### src/drwu_pkg.sv
// Package for the readout word unpacker: parser phases, result kinds,
// register indexes and the hit word decode function.
// No dependencies.
package drwu_pkg;

	localparam int unsigned WORD_W     = 32;
	localparam int unsigned ADDR_W     = 16;
	localparam int unsigned CNT_W      = 16;
	localparam int unsigned CFG_IDX_W  = 3;
	localparam int unsigned CFG_DATA_W = 16;
	localparam int unsigned MAX_ADDR_REGS = 4;

	localparam logic [ADDR_W-1:0] SKIP_ADDR  = 16'h5555;
	localparam logic [WORD_W-1:0] END_WORD   = 32'hFFFF_FFFF;
	localparam logic [CNT_W-1:0]  CNT_MAX    = 16'hFFFF;

	localparam logic [CFG_IDX_W-1:0] CFG_BOARDS_IN_USE = 3'd4;

	localparam logic [1:0] KIND_HIT     = 2'd0;
	localparam logic [1:0] KIND_END_OK  = 2'd1;
	localparam logic [1:0] KIND_END_BAD = 2'd2;

	localparam logic [1:0] MODE_0 = 2'd0;
	localparam logic [1:0] MODE_1 = 2'd1;
	localparam logic [1:0] MODE_2 = 2'd2;

	typedef enum logic [3:0] {
		PH_WAIT   = 4'b0001,
		PH_HEADER = 4'b0010,
		PH_DATA   = 4'b0100,
		PH_SKIP   = 4'b1000
	} phase_t;

	typedef struct packed {
		logic [1:0]  kind;
		logic [15:0] board;
		logic [6:0]  strip;
		logic [13:0] time_stamp;
		logic [11:0] charge;
		logic        pileup;
		logic        overflow;
		logic        flags_valid;
	} result_t;

	function automatic result_t decode_hit(input logic [WORD_W-1:0] d, input logic new_fmt,
		input logic [1:0] mode, input logic [ADDR_W-1:0] board);
		result_t r;
		r = '0;
		r.kind  = KIND_HIT;
		r.board = board;
		if (!new_fmt) begin
			r.strip       = d[30:24];
			r.time_stamp  = {2'b00, d[11:0]};
			r.charge      = d[23:12];
			r.pileup      = d[31];
			r.overflow    = 1'b0;
			r.flags_valid = 1'b1;
		end else begin
			r.strip       = d[31:25];
			r.pileup      = d[24];
			r.overflow    = d[23];
			r.flags_valid = 1'b1;
			case (mode)
				MODE_0: begin
					r.time_stamp = {3'b000, d[10:0]};
					r.charge     = d[22:11];
				end
				MODE_1: begin
					r.time_stamp = {2'b00, d[11:0]};
					r.charge     = {d[22:12], 1'b0};
				end
				MODE_2: begin
					r.time_stamp = d[13:0];
					r.charge     = {d[22:14], 3'b000};
				end
				default: begin
					r.time_stamp  = d[13:0];
					r.charge      = {d[24:14], 1'b0};
					r.pileup      = 1'b0;
					r.overflow    = 1'b0;
					r.flags_valid = 1'b0;
				end
			endcase
		end
		return r;
	endfunction

endpackage

### src/drwu_in_if.sv
// Input channel of the readout word unpacker: valid/ready plus word fields.
// Depends on nothing.
interface drwu_in_if;
	logic        valid;
	logic        ready;
	logic [31:0] word;
	logic        first_word;

	modport source (output valid, output word, output first_word, input ready);
	modport sink (input valid, input word, input first_word, output ready);
endinterface

### src/drwu_out_if.sv
// Result channel of the readout word unpacker: valid/ready plus result fields.
// Depends on nothing.
interface drwu_out_if;
	logic        valid;
	logic        ready;
	logic [1:0]  kind;
	logic [15:0] board;
	logic [6:0]  strip;
	logic [13:0] time_stamp;
	logic [11:0] charge;
	logic        pileup;
	logic        overflow;
	logic        flags_valid;

	modport source (output valid, output kind, output board, output strip, output time_stamp,
		output charge, output pileup, output overflow, output flags_valid, input ready);
	modport sink (input valid, input kind, input board, input strip, input time_stamp,
		input charge, input pileup, input overflow, input flags_valid, output ready);
endinterface

### src/drwu_cfg_regs.sv
// Known board address registers and the known board lookup.
// Depends on drwu_pkg.
module drwu_cfg_regs #(
	parameter int unsigned NUM_ADDR = 4
) (
	input  logic                            clk,
	input  logic                            arst_n,
	input  logic                            cfg_wr_en,
	input  logic [drwu_pkg::CFG_IDX_W-1:0]  cfg_index,
	input  logic [drwu_pkg::CFG_DATA_W-1:0] cfg_data,
	input  logic [drwu_pkg::ADDR_W-1:0]     lookup_addr,
	output logic                            lookup_known
);
	import drwu_pkg::*;

	logic [ADDR_W-1:0]    addr_q [NUM_ADDR];
	logic [CFG_IDX_W-1:0] in_use_q;

	always_ff @(posedge clk or negedge arst_n) begin
		if (!arst_n) begin
			for (int i = 0; i < NUM_ADDR; i++) addr_q[i] <= '0;
			in_use_q <= '0;
		end else if (cfg_wr_en) begin
			for (int i = 0; i < NUM_ADDR; i++) begin
				if (cfg_index == CFG_IDX_W'(i)) addr_q[i] <= cfg_data[ADDR_W-1:0];
			end
			if (cfg_index == CFG_BOARDS_IN_USE) in_use_q <= cfg_data[CFG_IDX_W-1:0];
		end
	end

	always_comb begin
		lookup_known = 1'b0;
		for (int i = 0; i < NUM_ADDR; i++) begin
			if (CFG_IDX_W'(i) < in_use_q && addr_q[i] == lookup_addr) lookup_known = 1'b1;
		end
		if (lookup_addr == SKIP_ADDR) lookup_known = 1'b0;
	end

endmodule

### src/drwu_parser.sv
// Input register, parser state machine, hit decode and result register.
// Depends on drwu_pkg, drwu_in_if and drwu_out_if.
module drwu_parser (
	input  logic                        clk,
	input  logic                        arst_n,
	drwu_in_if.sink                     in_ch,
	drwu_out_if.source                  out_ch,
	output logic [drwu_pkg::ADDR_W-1:0] lookup_addr,
	input  logic                        lookup_known
);
	import drwu_pkg::*;

	logic              v_s1;
	logic [WORD_W-1:0] word_s1;
	logic              first_s1;

	phase_t            phase_q;
	logic [CNT_W-1:0]  declared_q;
	logic [CNT_W-1:0]  seen_q;
	logic [CNT_W-1:0]  skip_left_q;
	logic              new_fmt_q;
	logic [1:0]        mode_q;
	logic [ADDR_W-1:0] board_q;

	logic    res_v_q;
	result_t res_q;

	logic             advance;
	phase_t           phase_cur;
	logic [CNT_W-1:0] skip_cur;
	logic [CNT_W-1:0] seen_inc;
	logic [CNT_W-1:0] cnt_w;

	assign advance      = v_s1 && (!res_v_q || out_ch.ready);
	assign in_ch.ready  = !v_s1 || advance;
	assign phase_cur    = first_s1 ? PH_WAIT : phase_q;
	assign skip_cur     = first_s1 ? '0 : skip_left_q;
	assign seen_inc     = (seen_q != CNT_MAX) ? seen_q + 1'b1 : seen_q;
	assign cnt_w        = word_s1[31:16];
	assign lookup_addr  = word_s1[ADDR_W-1:0];

	always_ff @(posedge clk or negedge arst_n) begin
		if (!arst_n) begin
			v_s1 <= 1'b0;
		end else if (in_ch.ready) begin
			v_s1 <= in_ch.valid;
		end
	end

	always_ff @(posedge clk) begin
		if (in_ch.ready && in_ch.valid) begin
			word_s1  <= in_ch.word;
			first_s1 <= in_ch.first_word;
		end
	end

	always_ff @(posedge clk or negedge arst_n) begin
		if (!arst_n) begin
			phase_q     <= PH_WAIT;
			declared_q  <= '0;
			seen_q      <= '0;
			skip_left_q <= '0;
			new_fmt_q   <= 1'b0;
			mode_q      <= '0;
			board_q     <= '0;
			res_v_q     <= 1'b0;
		end else begin
			if (advance && phase_cur == PH_DATA) res_v_q <= 1'b1;
			else if (out_ch.ready) res_v_q <= 1'b0;
			if (advance) begin
				unique case (phase_cur)
					PH_WAIT: begin
						board_q <= word_s1[ADDR_W-1:0];
						if (cnt_w != '0) begin
							declared_q <= cnt_w;
							seen_q     <= '0;
							if (lookup_known) begin
								skip_left_q <= skip_cur;
								phase_q     <= PH_HEADER;
							end else begin
								skip_left_q <= cnt_w;
								phase_q     <= PH_SKIP;
							end
						end else begin
							skip_left_q <= skip_cur;
							phase_q     <= PH_WAIT;
						end
					end
					PH_HEADER: begin
						new_fmt_q   <= (word_s1[31:30] != 2'b00);
						mode_q      <= word_s1[23:22];
						seen_q      <= seen_inc;
						skip_left_q <= skip_cur;
						phase_q     <= PH_DATA;
					end
					PH_DATA: begin
						seen_q      <= seen_inc;
						skip_left_q <= skip_cur;
						if (word_s1 == END_WORD) phase_q <= PH_WAIT;
					end
					PH_SKIP: begin
						if (skip_cur <= CNT_W'(1)) phase_q <= PH_WAIT;
						skip_left_q <= (skip_cur != '0) ? skip_cur - 1'b1 : skip_cur;
					end
					default: begin
						phase_q     <= PH_WAIT;
						skip_left_q <= skip_cur;
					end
				endcase
			end
		end
	end

	always_ff @(posedge clk) begin
		if (advance && phase_cur == PH_DATA) begin
			if (word_s1 == END_WORD) begin
				res_q <= '{kind: (seen_inc == declared_q) ? KIND_END_OK : KIND_END_BAD,
					board: board_q, default: '0};
			end else begin
				res_q <= decode_hit(word_s1, new_fmt_q, mode_q, board_q);
			end
		end
	end

	assign out_ch.valid       = res_v_q;
	assign out_ch.kind        = res_q.kind;
	assign out_ch.board       = res_q.board;
	assign out_ch.strip       = res_q.strip;
	assign out_ch.time_stamp  = res_q.time_stamp;
	assign out_ch.charge      = res_q.charge;
	assign out_ch.pileup      = res_q.pileup;
	assign out_ch.overflow    = res_q.overflow;
	assign out_ch.flags_valid = res_q.flags_valid;

`ifndef SYNTHESIS
	a_skip_nonzero: assert property (@(posedge clk) disable iff (!arst_n)
		phase_q == PH_SKIP |-> skip_left_q != '0)
		else $error("skip phase with no words left");
	a_header_fresh_count: assert property (@(posedge clk) disable iff (!arst_n)
		phase_q == PH_HEADER |-> seen_q == '0)
		else $error("word count not cleared at board header");
	a_ready_when_free: assert property (@(posedge clk) disable iff (!arst_n)
		!res_v_q |-> in_ch.ready)
		else $error("input stalled with empty result register");
	a_end_fields_zero: assert property (@(posedge clk) disable iff (!arst_n)
		res_v_q && res_q.kind != KIND_HIT |-> res_q.flags_valid == 1'b0 && res_q.charge == '0)
		else $error("board end result carries hit fields");
`endif

endmodule

### src/detector_readout_word_unpacker_core.sv
// Readout word unpacker top level: known board registers and word parser.
// A word passes the input register and then the result register to the output.
// Throughput: one word per cycle unless out_ch stalls; parser state updates once
// per word in one register stage; the result register frees the input side.
// Reset clears parser state and configuration registers at once; no clearing pass.
module detector_readout_word_unpacker_core #(
	parameter int unsigned KNOWN_BOARDS = 4
) (
	input  logic                            clk,
	input  logic                            arst_n,
	input  logic                            cfg_wr_en,
	input  logic [drwu_pkg::CFG_IDX_W-1:0]  cfg_index,
	input  logic [drwu_pkg::CFG_DATA_W-1:0] cfg_data,
	drwu_in_if.sink                         in_ch,
	drwu_out_if.source                      out_ch
);
	import drwu_pkg::*;

	localparam int unsigned NUM_ADDR =
		(KNOWN_BOARDS < MAX_ADDR_REGS) ? KNOWN_BOARDS : MAX_ADDR_REGS;

	logic [ADDR_W-1:0] lookup_addr;
	logic              lookup_known;

	drwu_cfg_regs #(
		.NUM_ADDR(NUM_ADDR)
	) u_cfg (
		.clk          (clk),
		.arst_n       (arst_n),
		.cfg_wr_en    (cfg_wr_en),
		.cfg_index    (cfg_index),
		.cfg_data     (cfg_data),
		.lookup_addr  (lookup_addr),
		.lookup_known (lookup_known)
	);

	drwu_parser u_parser (
		.clk          (clk),
		.arst_n       (arst_n),
		.in_ch        (in_ch),
		.out_ch       (out_ch),
		.lookup_addr  (lookup_addr),
		.lookup_known (lookup_known)
	);

endmodule
### src/flat_wrapper.sv
// flat-port wrapper written by rule: the top's interface ports become plain ports
module detector_readout_word_unpacker_core_flat import drwu_pkg::*;
#(
	parameter int unsigned KNOWN_BOARDS = 4
)
  (clk, arst_n, cfg_wr_en, cfg_index, cfg_data, in_ch_valid, in_ch_word, in_ch_first_word, in_ch_ready, out_ch_valid, out_ch_kind, out_ch_board, out_ch_strip, out_ch_time_stamp, out_ch_charge, out_ch_pileup, out_ch_overflow, out_ch_flags_valid, out_ch_ready);
  drwu_in_if in_ch_i ();
  drwu_out_if out_ch_i ();
  input  logic clk;
  input  logic arst_n;
  input  logic cfg_wr_en;
  input  logic [drwu_pkg::CFG_IDX_W-1:0] cfg_index;
  input  logic [drwu_pkg::CFG_DATA_W-1:0] cfg_data;
  input wire logic [$bits(in_ch_i.valid)-1:0] in_ch_valid;
  input wire logic [$bits(in_ch_i.word)-1:0] in_ch_word;
  input wire logic [$bits(in_ch_i.first_word)-1:0] in_ch_first_word;
  output wire logic [$bits(in_ch_i.ready)-1:0] in_ch_ready;
  output wire logic [$bits(out_ch_i.valid)-1:0] out_ch_valid;
  output wire logic [$bits(out_ch_i.kind)-1:0] out_ch_kind;
  output wire logic [$bits(out_ch_i.board)-1:0] out_ch_board;
  output wire logic [$bits(out_ch_i.strip)-1:0] out_ch_strip;
  output wire logic [$bits(out_ch_i.time_stamp)-1:0] out_ch_time_stamp;
  output wire logic [$bits(out_ch_i.charge)-1:0] out_ch_charge;
  output wire logic [$bits(out_ch_i.pileup)-1:0] out_ch_pileup;
  output wire logic [$bits(out_ch_i.overflow)-1:0] out_ch_overflow;
  output wire logic [$bits(out_ch_i.flags_valid)-1:0] out_ch_flags_valid;
  input wire logic [$bits(out_ch_i.ready)-1:0] out_ch_ready;
  assign in_ch_i.valid = in_ch_valid;
  assign in_ch_i.word = in_ch_word;
  assign in_ch_i.first_word = in_ch_first_word;
  assign in_ch_ready = in_ch_i.ready;
  assign out_ch_valid = out_ch_i.valid;
  assign out_ch_kind = out_ch_i.kind;
  assign out_ch_board = out_ch_i.board;
  assign out_ch_strip = out_ch_i.strip;
  assign out_ch_time_stamp = out_ch_i.time_stamp;
  assign out_ch_charge = out_ch_i.charge;
  assign out_ch_pileup = out_ch_i.pileup;
  assign out_ch_overflow = out_ch_i.overflow;
  assign out_ch_flags_valid = out_ch_i.flags_valid;
  assign out_ch_i.ready = out_ch_ready;
  detector_readout_word_unpacker_core #(.KNOWN_BOARDS(KNOWN_BOARDS)) u_core (.clk(clk), .arst_n(arst_n), .cfg_wr_en(cfg_wr_en), .cfg_index(cfg_index), .cfg_data(cfg_data), .in_ch(in_ch_i), .out_ch(out_ch_i));
endmodule
### config.mk
export PLATFORM = sky130hd
export DESIGN_NAME = detector_readout_word_unpacker_core_flat
export DESIGN_NICKNAME = d
export VERILOG_FILES = /design/src/drwu_pkg.sv /design/src/drwu_in_if.sv /design/src/drwu_out_if.sv /design/src/drwu_cfg_regs.sv /design/src/drwu_parser.sv /design/src/detector_readout_word_unpacker_core.sv /design/src/flat_wrapper.sv
export SDC_FILE = /design/constraint.sdc
export NUM_CORES = 1
export LEC_CHECK = 0
export BUFFER_PORTS_ARGS = -buffer_cell sky130_fd_sc_hd__buf_2
export CORE_ASPECT_RATIO = 0.7
export CORE_UTILIZATION = 64
export DETAILED_ROUTE_END_ITERATION = 7
export PLACE_DENSITY = 0.91
export SYNTH_ARGS = -nofsm -noshare
export SYNTH_HDL_FRONTEND = slang
export SYNTH_SLANG_ARGS = --single-unit
### constraint.sdc
create_clock -name clk -period 6 [get_ports clk]
set_clock_uncertainty 0.2 [all_clocks]
set_input_delay 1.2 -clock clk [delete_from_list [all_inputs] [get_ports clk]]
set_output_delay 1.2 -clock clk [all_outputs]
set_load 0.02 [all_outputs]
* Word level (Yosys, flattened, before mapping)
Cells that the tools add are included.
Storage, ports and cells: bits in registers 227, input bits 57, output and inout bits 56
Operators by class: add/subtract/negate cells 2, order comparisons 5, equality and inequality tests 21, mux-type cells 25, bitwise gates (word level) 2, reductions and logical operators 32
Operators with widths (count):
- $mux W16 | 6
- $eq A16 B16 Y1 | 5
- $pmux W26 S3 | 1
- $pmux W16 S2 | 2
- $mux W36 | 1
- $eq A32 B32 Y1 const B | 1
- $reduce_bool A16 Y1 | 2
- $mux W4 | 5
- $add A16 B1 Y16 const B | 1
- $eq A16 B15 Y1 const B | 1
- $le A16 B1 Y1 const B | 1
- $ne A16 B16 Y1 const B | 1
- $pmux W4 S4 | 1
- $sub A16 B1 Y16 const B | 1
- $reduce_and A2 Y1 | 7
- $reduce_and A3 Y1 | 3
- $logic_and A1 B1 Y1 | 7
- $mux W1 | 7
- $eq A3 B2 Y1 const B | 2
- $lt A1 B3 Y1 const A | 2
- $lt A2 B3 Y1 const A | 2
- $reduce_bool A2 Y1 | 3
- $reduce_or A3 Y1 | 2
- $eq A4 B1 Y1 const B | 1
- other kinds (17) | 22

* Depth between registers and ports, before layout
depth after elaboration 10, depth in mapped cells 13, depth with buffers taken out 11

* Hierarchy
From an unflattened synthesis, not the netlist that was laid out.
Unflattened totals: cells, all modules 944, area, all modules 11157.0 µm²
By module, submodules not included:
- drwu_parser | times used 1, cells each 684, area each 7719.9 µm², seq. area each 4440.5 µm²
- drwu_cfg_regs | times used 1, cells each 260, area each 3437.0 µm², seq. area each 1676.6 µm²

* Least setup slack after synthesis
Ideal clock, no wire load.
path type input to register, from input port out_ch_ready, to register u_core.u_parser.res_q (netlist bit u_core.u_parser.out_ch.board[0]) (enable), library setup time 0.466 ns, arrival time 4.054 ns, required time 5.334 ns, path slack 1.280 ns, cell stages on the path 5, path buffers 2, cell sequence nand2b_1 > nand2_1 > clkbuf_1 > clkbuf_1 > nor2_1
Between the ends: longest elaborated chain between the ends 3
Ends and longest elaborated chain:
- start, declared | line flat_wrapper.sv:27 | input wire logic [$bits(out_ch_i.ready)-1:0] out_ch_ready;
- $logic_or A1 B1 Y1 | line drwu_parser.sv:34 | assign advance = v_s1 && (!res_v_q || out_ch.ready);
- $logic_and A1 B1 Y1 | line drwu_parser.sv:34
- $logic_and A1 B1 Y1 | line drwu_parser.sv:115 | if (advance && phase_cur == PH_DATA) begin
- end signal, assigned | line drwu_parser.sv:117 | res_q <= '{kind: (seen_inc == declared_q) ? KIND_END_OK : KIND_END_BAD,
- end signal, assigned | line drwu_parser.sv:120 | res_q <= decode_hit(word_s1, new_fmt_q, mode_q, board_q);
- end, declared | line drwu_parser.sv:26 | result_t res_q;
Every way passes these cells. A chain may end at the register's enable or synchronous reset.

* Worst setup path after layout
from register u_core.u_parser.seen_q[0], to register u_core.u_parser.res_q (netlist bit u_core.u_parser.out_ch.kind[1]) (data pin)
Between the ends: longest elaborated chain between the ends 4, elaborated cells between the ends (all ways) 5
Ends and longest elaborated chain:
- start, declared | line drwu_parser.sv:19 | logic [CNT_W-1:0] seen_q;
- start signal, assigned | line drwu_parser.sv:92 | seen_q <= seen_inc;
- start signal, assigned | line drwu_parser.sv:97 | seen_q <= seen_inc;
- $add A16 B1 Y16 or $ne A16 B16 Y1 (tied branches) | line drwu_parser.sv:38 | assign seen_inc = (seen_q != CNT_MAX) ? seen_q + 1'b1 : seen_q;
- $mux W16 (*) | line drwu_parser.sv:38
- $eq A16 B16 Y1 (*) | line drwu_parser.sv:117
- $mux W2 (*) | line drwu_parser.sv:117
Mark *: on every way between the ends. The rest lies on a longest branch, timed or not.

==> run metrics <==
drt drc 0; Skew-Pair Late Insertion Delay ~500 ps; Max Clock Freq 263 MHz; crit end category flop; worst rel slew slack between 10% and 20%; Worst-path clk slew approximately 70 ps; # diodes 0; DRT Wirelength between 20000 and 30000 microns; Die H 112 microns; WS Path Type flop to flop; CP bufs+invs 0; Worst Tran Pin Value 1320 ps; Post-Syn Nets 998; Avg Vias per Cell 6.41; final instance area ~12000 sq um; Critical-path top delay cell nor4_2; setup violators final 0; # hold bufs at CTS 0; share of layout cells above drive strength 1 a little over a quarter; Fin. Hold Viols 0; Starting Density 66.4%; first-pass GRT wire length ~43000 microns; Hold WS about 240 ps; initial DRC count around 940; EDFF count, synth 87; via count just over 8000; P_leak 5.02 nW; crit start category flop; WL/cell about 22 microns; Yosys cell types 67; number of global-route vias before repair approximately 7900; Synth Cell Area between 10000 and 15000 sq um; min-delay worst type flop to flop; GP Congestion 0.994; CP dominant cell by count nor4_2; Post-Syn Instances ~940; minimum clock period 3800 ps; power density cells around 350 nW/um^2; status finished, final reports clean; post_cts resized 0; GRT Util Overall between 30% and 40%; TritonCTS buffer count 22; row count 39; fin worst setup slack about 2200 ps; WP data arrival around 3900 ps; I/O Buffers ~110; total power around 4.3 mW; Post-CTS Setup Inserts 0; RSZ-0062 raised after global routing no; area grow syn2layout 13.7%; DRT antenna net count 0; chip width between 150 and 200 microns; Final Max Tran Viols 0; die area ~18000 sq um; Overflow after GRT 0; average size of a mapped cell around 12 sq um; Worst path top cell family by delay simple AND/OR/NAND/NOR gates; core area roughly 17000 sq um; TritonCTS clock tree done; Final Cycle Share ~63%; Filler cells 1070; # Max-Cap Violations 0; Required @ worst endpoint a little over 6000 ps; final setup TNS 0 ps; CP Cell Sequence ha_1, nand4_2, nor4_2, nor3_1, xnor2_1, a2111o_1, nor4_2, nand4_1, and2_1; H-tree depth 1; DP Worst Slack 2350 ps; Nets around 1100; Max stage delay on crit path about 810 ps; DP HPWL about 19000 microns; Root Driver clkbuf_16; TritonCTS Sinks 227; initial antenna violation count 0; Seq/Total Area, Yosys 55.7%; synth warn 0; CTS max path bufs 3; IO Pins 113; fraction of registers with async set/reset between 60 and 70%; Max FO, Critical Path 9; Post-DP Area around 12000 sq um; #FFs+latches synth ~230; dominant synthesized flop cell dfrtp_1; 1st-pass router iterations 5; largest net degree at the start of global routing around 110; worst vdd ir 0.000271 V
[worst paths after layout]
path | end | from | slack [ps] | depth (start not counted)
setup / recovery | u_core.u_parser.out_ch.kind[1]$_SDFFCE_PN0P_ | u_core.u_parser.seen_q[0]$_DFFE_PN0P_ | 2200 | 9
hold / removal | u_core.u_parser.out_ch.board[1]$_DFFE_PP_ | u_core.u_parser.board_q[1]$_DFFE_PN0P_ | 240 | 0
setup reg to reg | u_core.u_parser.out_ch.kind[1]$_SDFFCE_PN0P_ | u_core.u_parser.seen_q[0]$_DFFE_PN0P_ | 2200 | 9
hold reg to reg | u_core.u_parser.out_ch.board[1]$_DFFE_PP_ | u_core.u_parser.board_q[1]$_DFFE_PN0P_ | 240 | 0
max in group asynchronous | u_core.u_cfg.addr_q[39]$_DFFE_PN0P_ | arst_n | 3890 | 2
min in group asynchronous | u_core.u_parser.out_ch.valid$_DFFE_PN0P_ | arst_n | 610 | 1
[where the power goes]
part           internal [mW]  switching [mW]
clock network          0.918           0.585
registers               1.86           0.265
logic                  0.363           0.353
total                   3.14            1.20
[stage by stage]
stage          utilization, %  std cells
4_1_cts                  75.5       1263
2_1_floorplan               -        937
3_3_place_gp             70.7       1223
5_1_grt                  75.5       1263
3_5_place_dp             70.7       1223
6_report                 75.5       1263
[final cells by class]
type                            count  area [sq um]  area share, %
Clock buffer                       26           587           4.70
Sequential cell                   227          6120           49.0
Inverter                           13          48.8          0.391
Timing Repair Buffer              122           642           5.14
Tap cell                          225           282           2.25
Clock inverter                     14           204           1.63
Multi-Input combinational cell    636          4610           36.9
[logic make-up (layout without fill, tap and decap cells)]
group                      after synthesis  in the layout  synth area share (%)
muxes                                  114            114                  11.5
AOI/OAI and AO/OA                      134            134                  8.18
buffers and inverters                   74            175                  2.78
adders and majority gates                4              4                 0.455
xor gates and xnor gates                91             91                  7.25
DFF                                    227            227                  55.7
and+or+nand+nor                        293            293                  14.1
[worst reg2reg max path, cell delays in order, from the launching register on]
cell,delay (ps)
dfrtp_1,510
ha_1,300
nand4_2,210
nor4_2,810
nor3_1,190
xnor2_1,180
a2111o_1,400
nor4_2,280
nand4_1,250
and2_1,240
[state kept, by name (all words and copies together) (netlist names), 2 cells and up]
register,cells
u_core.u_cfg.addr_q,64
u_core.u_cfg.in_use_q,3
u_core.u_parser.board_q,16
u_core.u_parser.declared_q,16
u_core.u_parser.mode_q,2
u_core.u_parser.out_ch.board,16
u_core.u_parser.out_ch.charge,12
u_core.u_parser.out_ch.kind,2
u_core.u_parser.out_ch.strip,7
u_core.u_parser.out_ch.time_stamp,14
u_core.u_parser.phase_q,4
u_core.u_parser.seen_q,16
u_core.u_parser.skip_left_q,16
u_core.u_parser.word_s1,32
[synthesized netlist by cell type, types with 13 or more instances]
cell      count  share of area [%]
mux2i_1      14                1.3
mux2_2      100                 10
nor3_1       30                1.4
nand3_1      34                1.5
dfrtp_1     139                 32
inv_1        13               0.44
xnor2_1      34                2.7
nand2_1      58                2.0
nor2_1       62                2.1
a21oi_1      29                1.3
nor4_1       24                1.4
o21ai_0      33                1.5
clkbuf_1     42                1.4
xor2_1       57                4.5
nand4_1      14               0.80
buf_2        15               0.68
nor2b_1      17               0.97
edfxtp_1     87                 24
[layout by cell type (no fill, tap or decap), types with 23 or more instances in the layout]
cell and count:
xnor2_1 34, edfxtp_1 87, mux2_2 100, buf_2 111, a21oi_1 29, o21ai_0 33, nand2_1 58, nor2_1 61
nor3_1 30, nand3_1 34, clkbuf_16 23, dfrtp_1 139, xor2_1 57, nor4_1 24
[metal layers]
metal  global-route usage (%)  wire, microns  vias up
met4                     11.0            770        0
li1                         -              -     3584
met3                     7.12           3100       71
met1                     50.2          12200     3908
met2                     45.9          11700      539
met5                        0              0        -
Note: power is estimated with default switching activity, not from simulation.
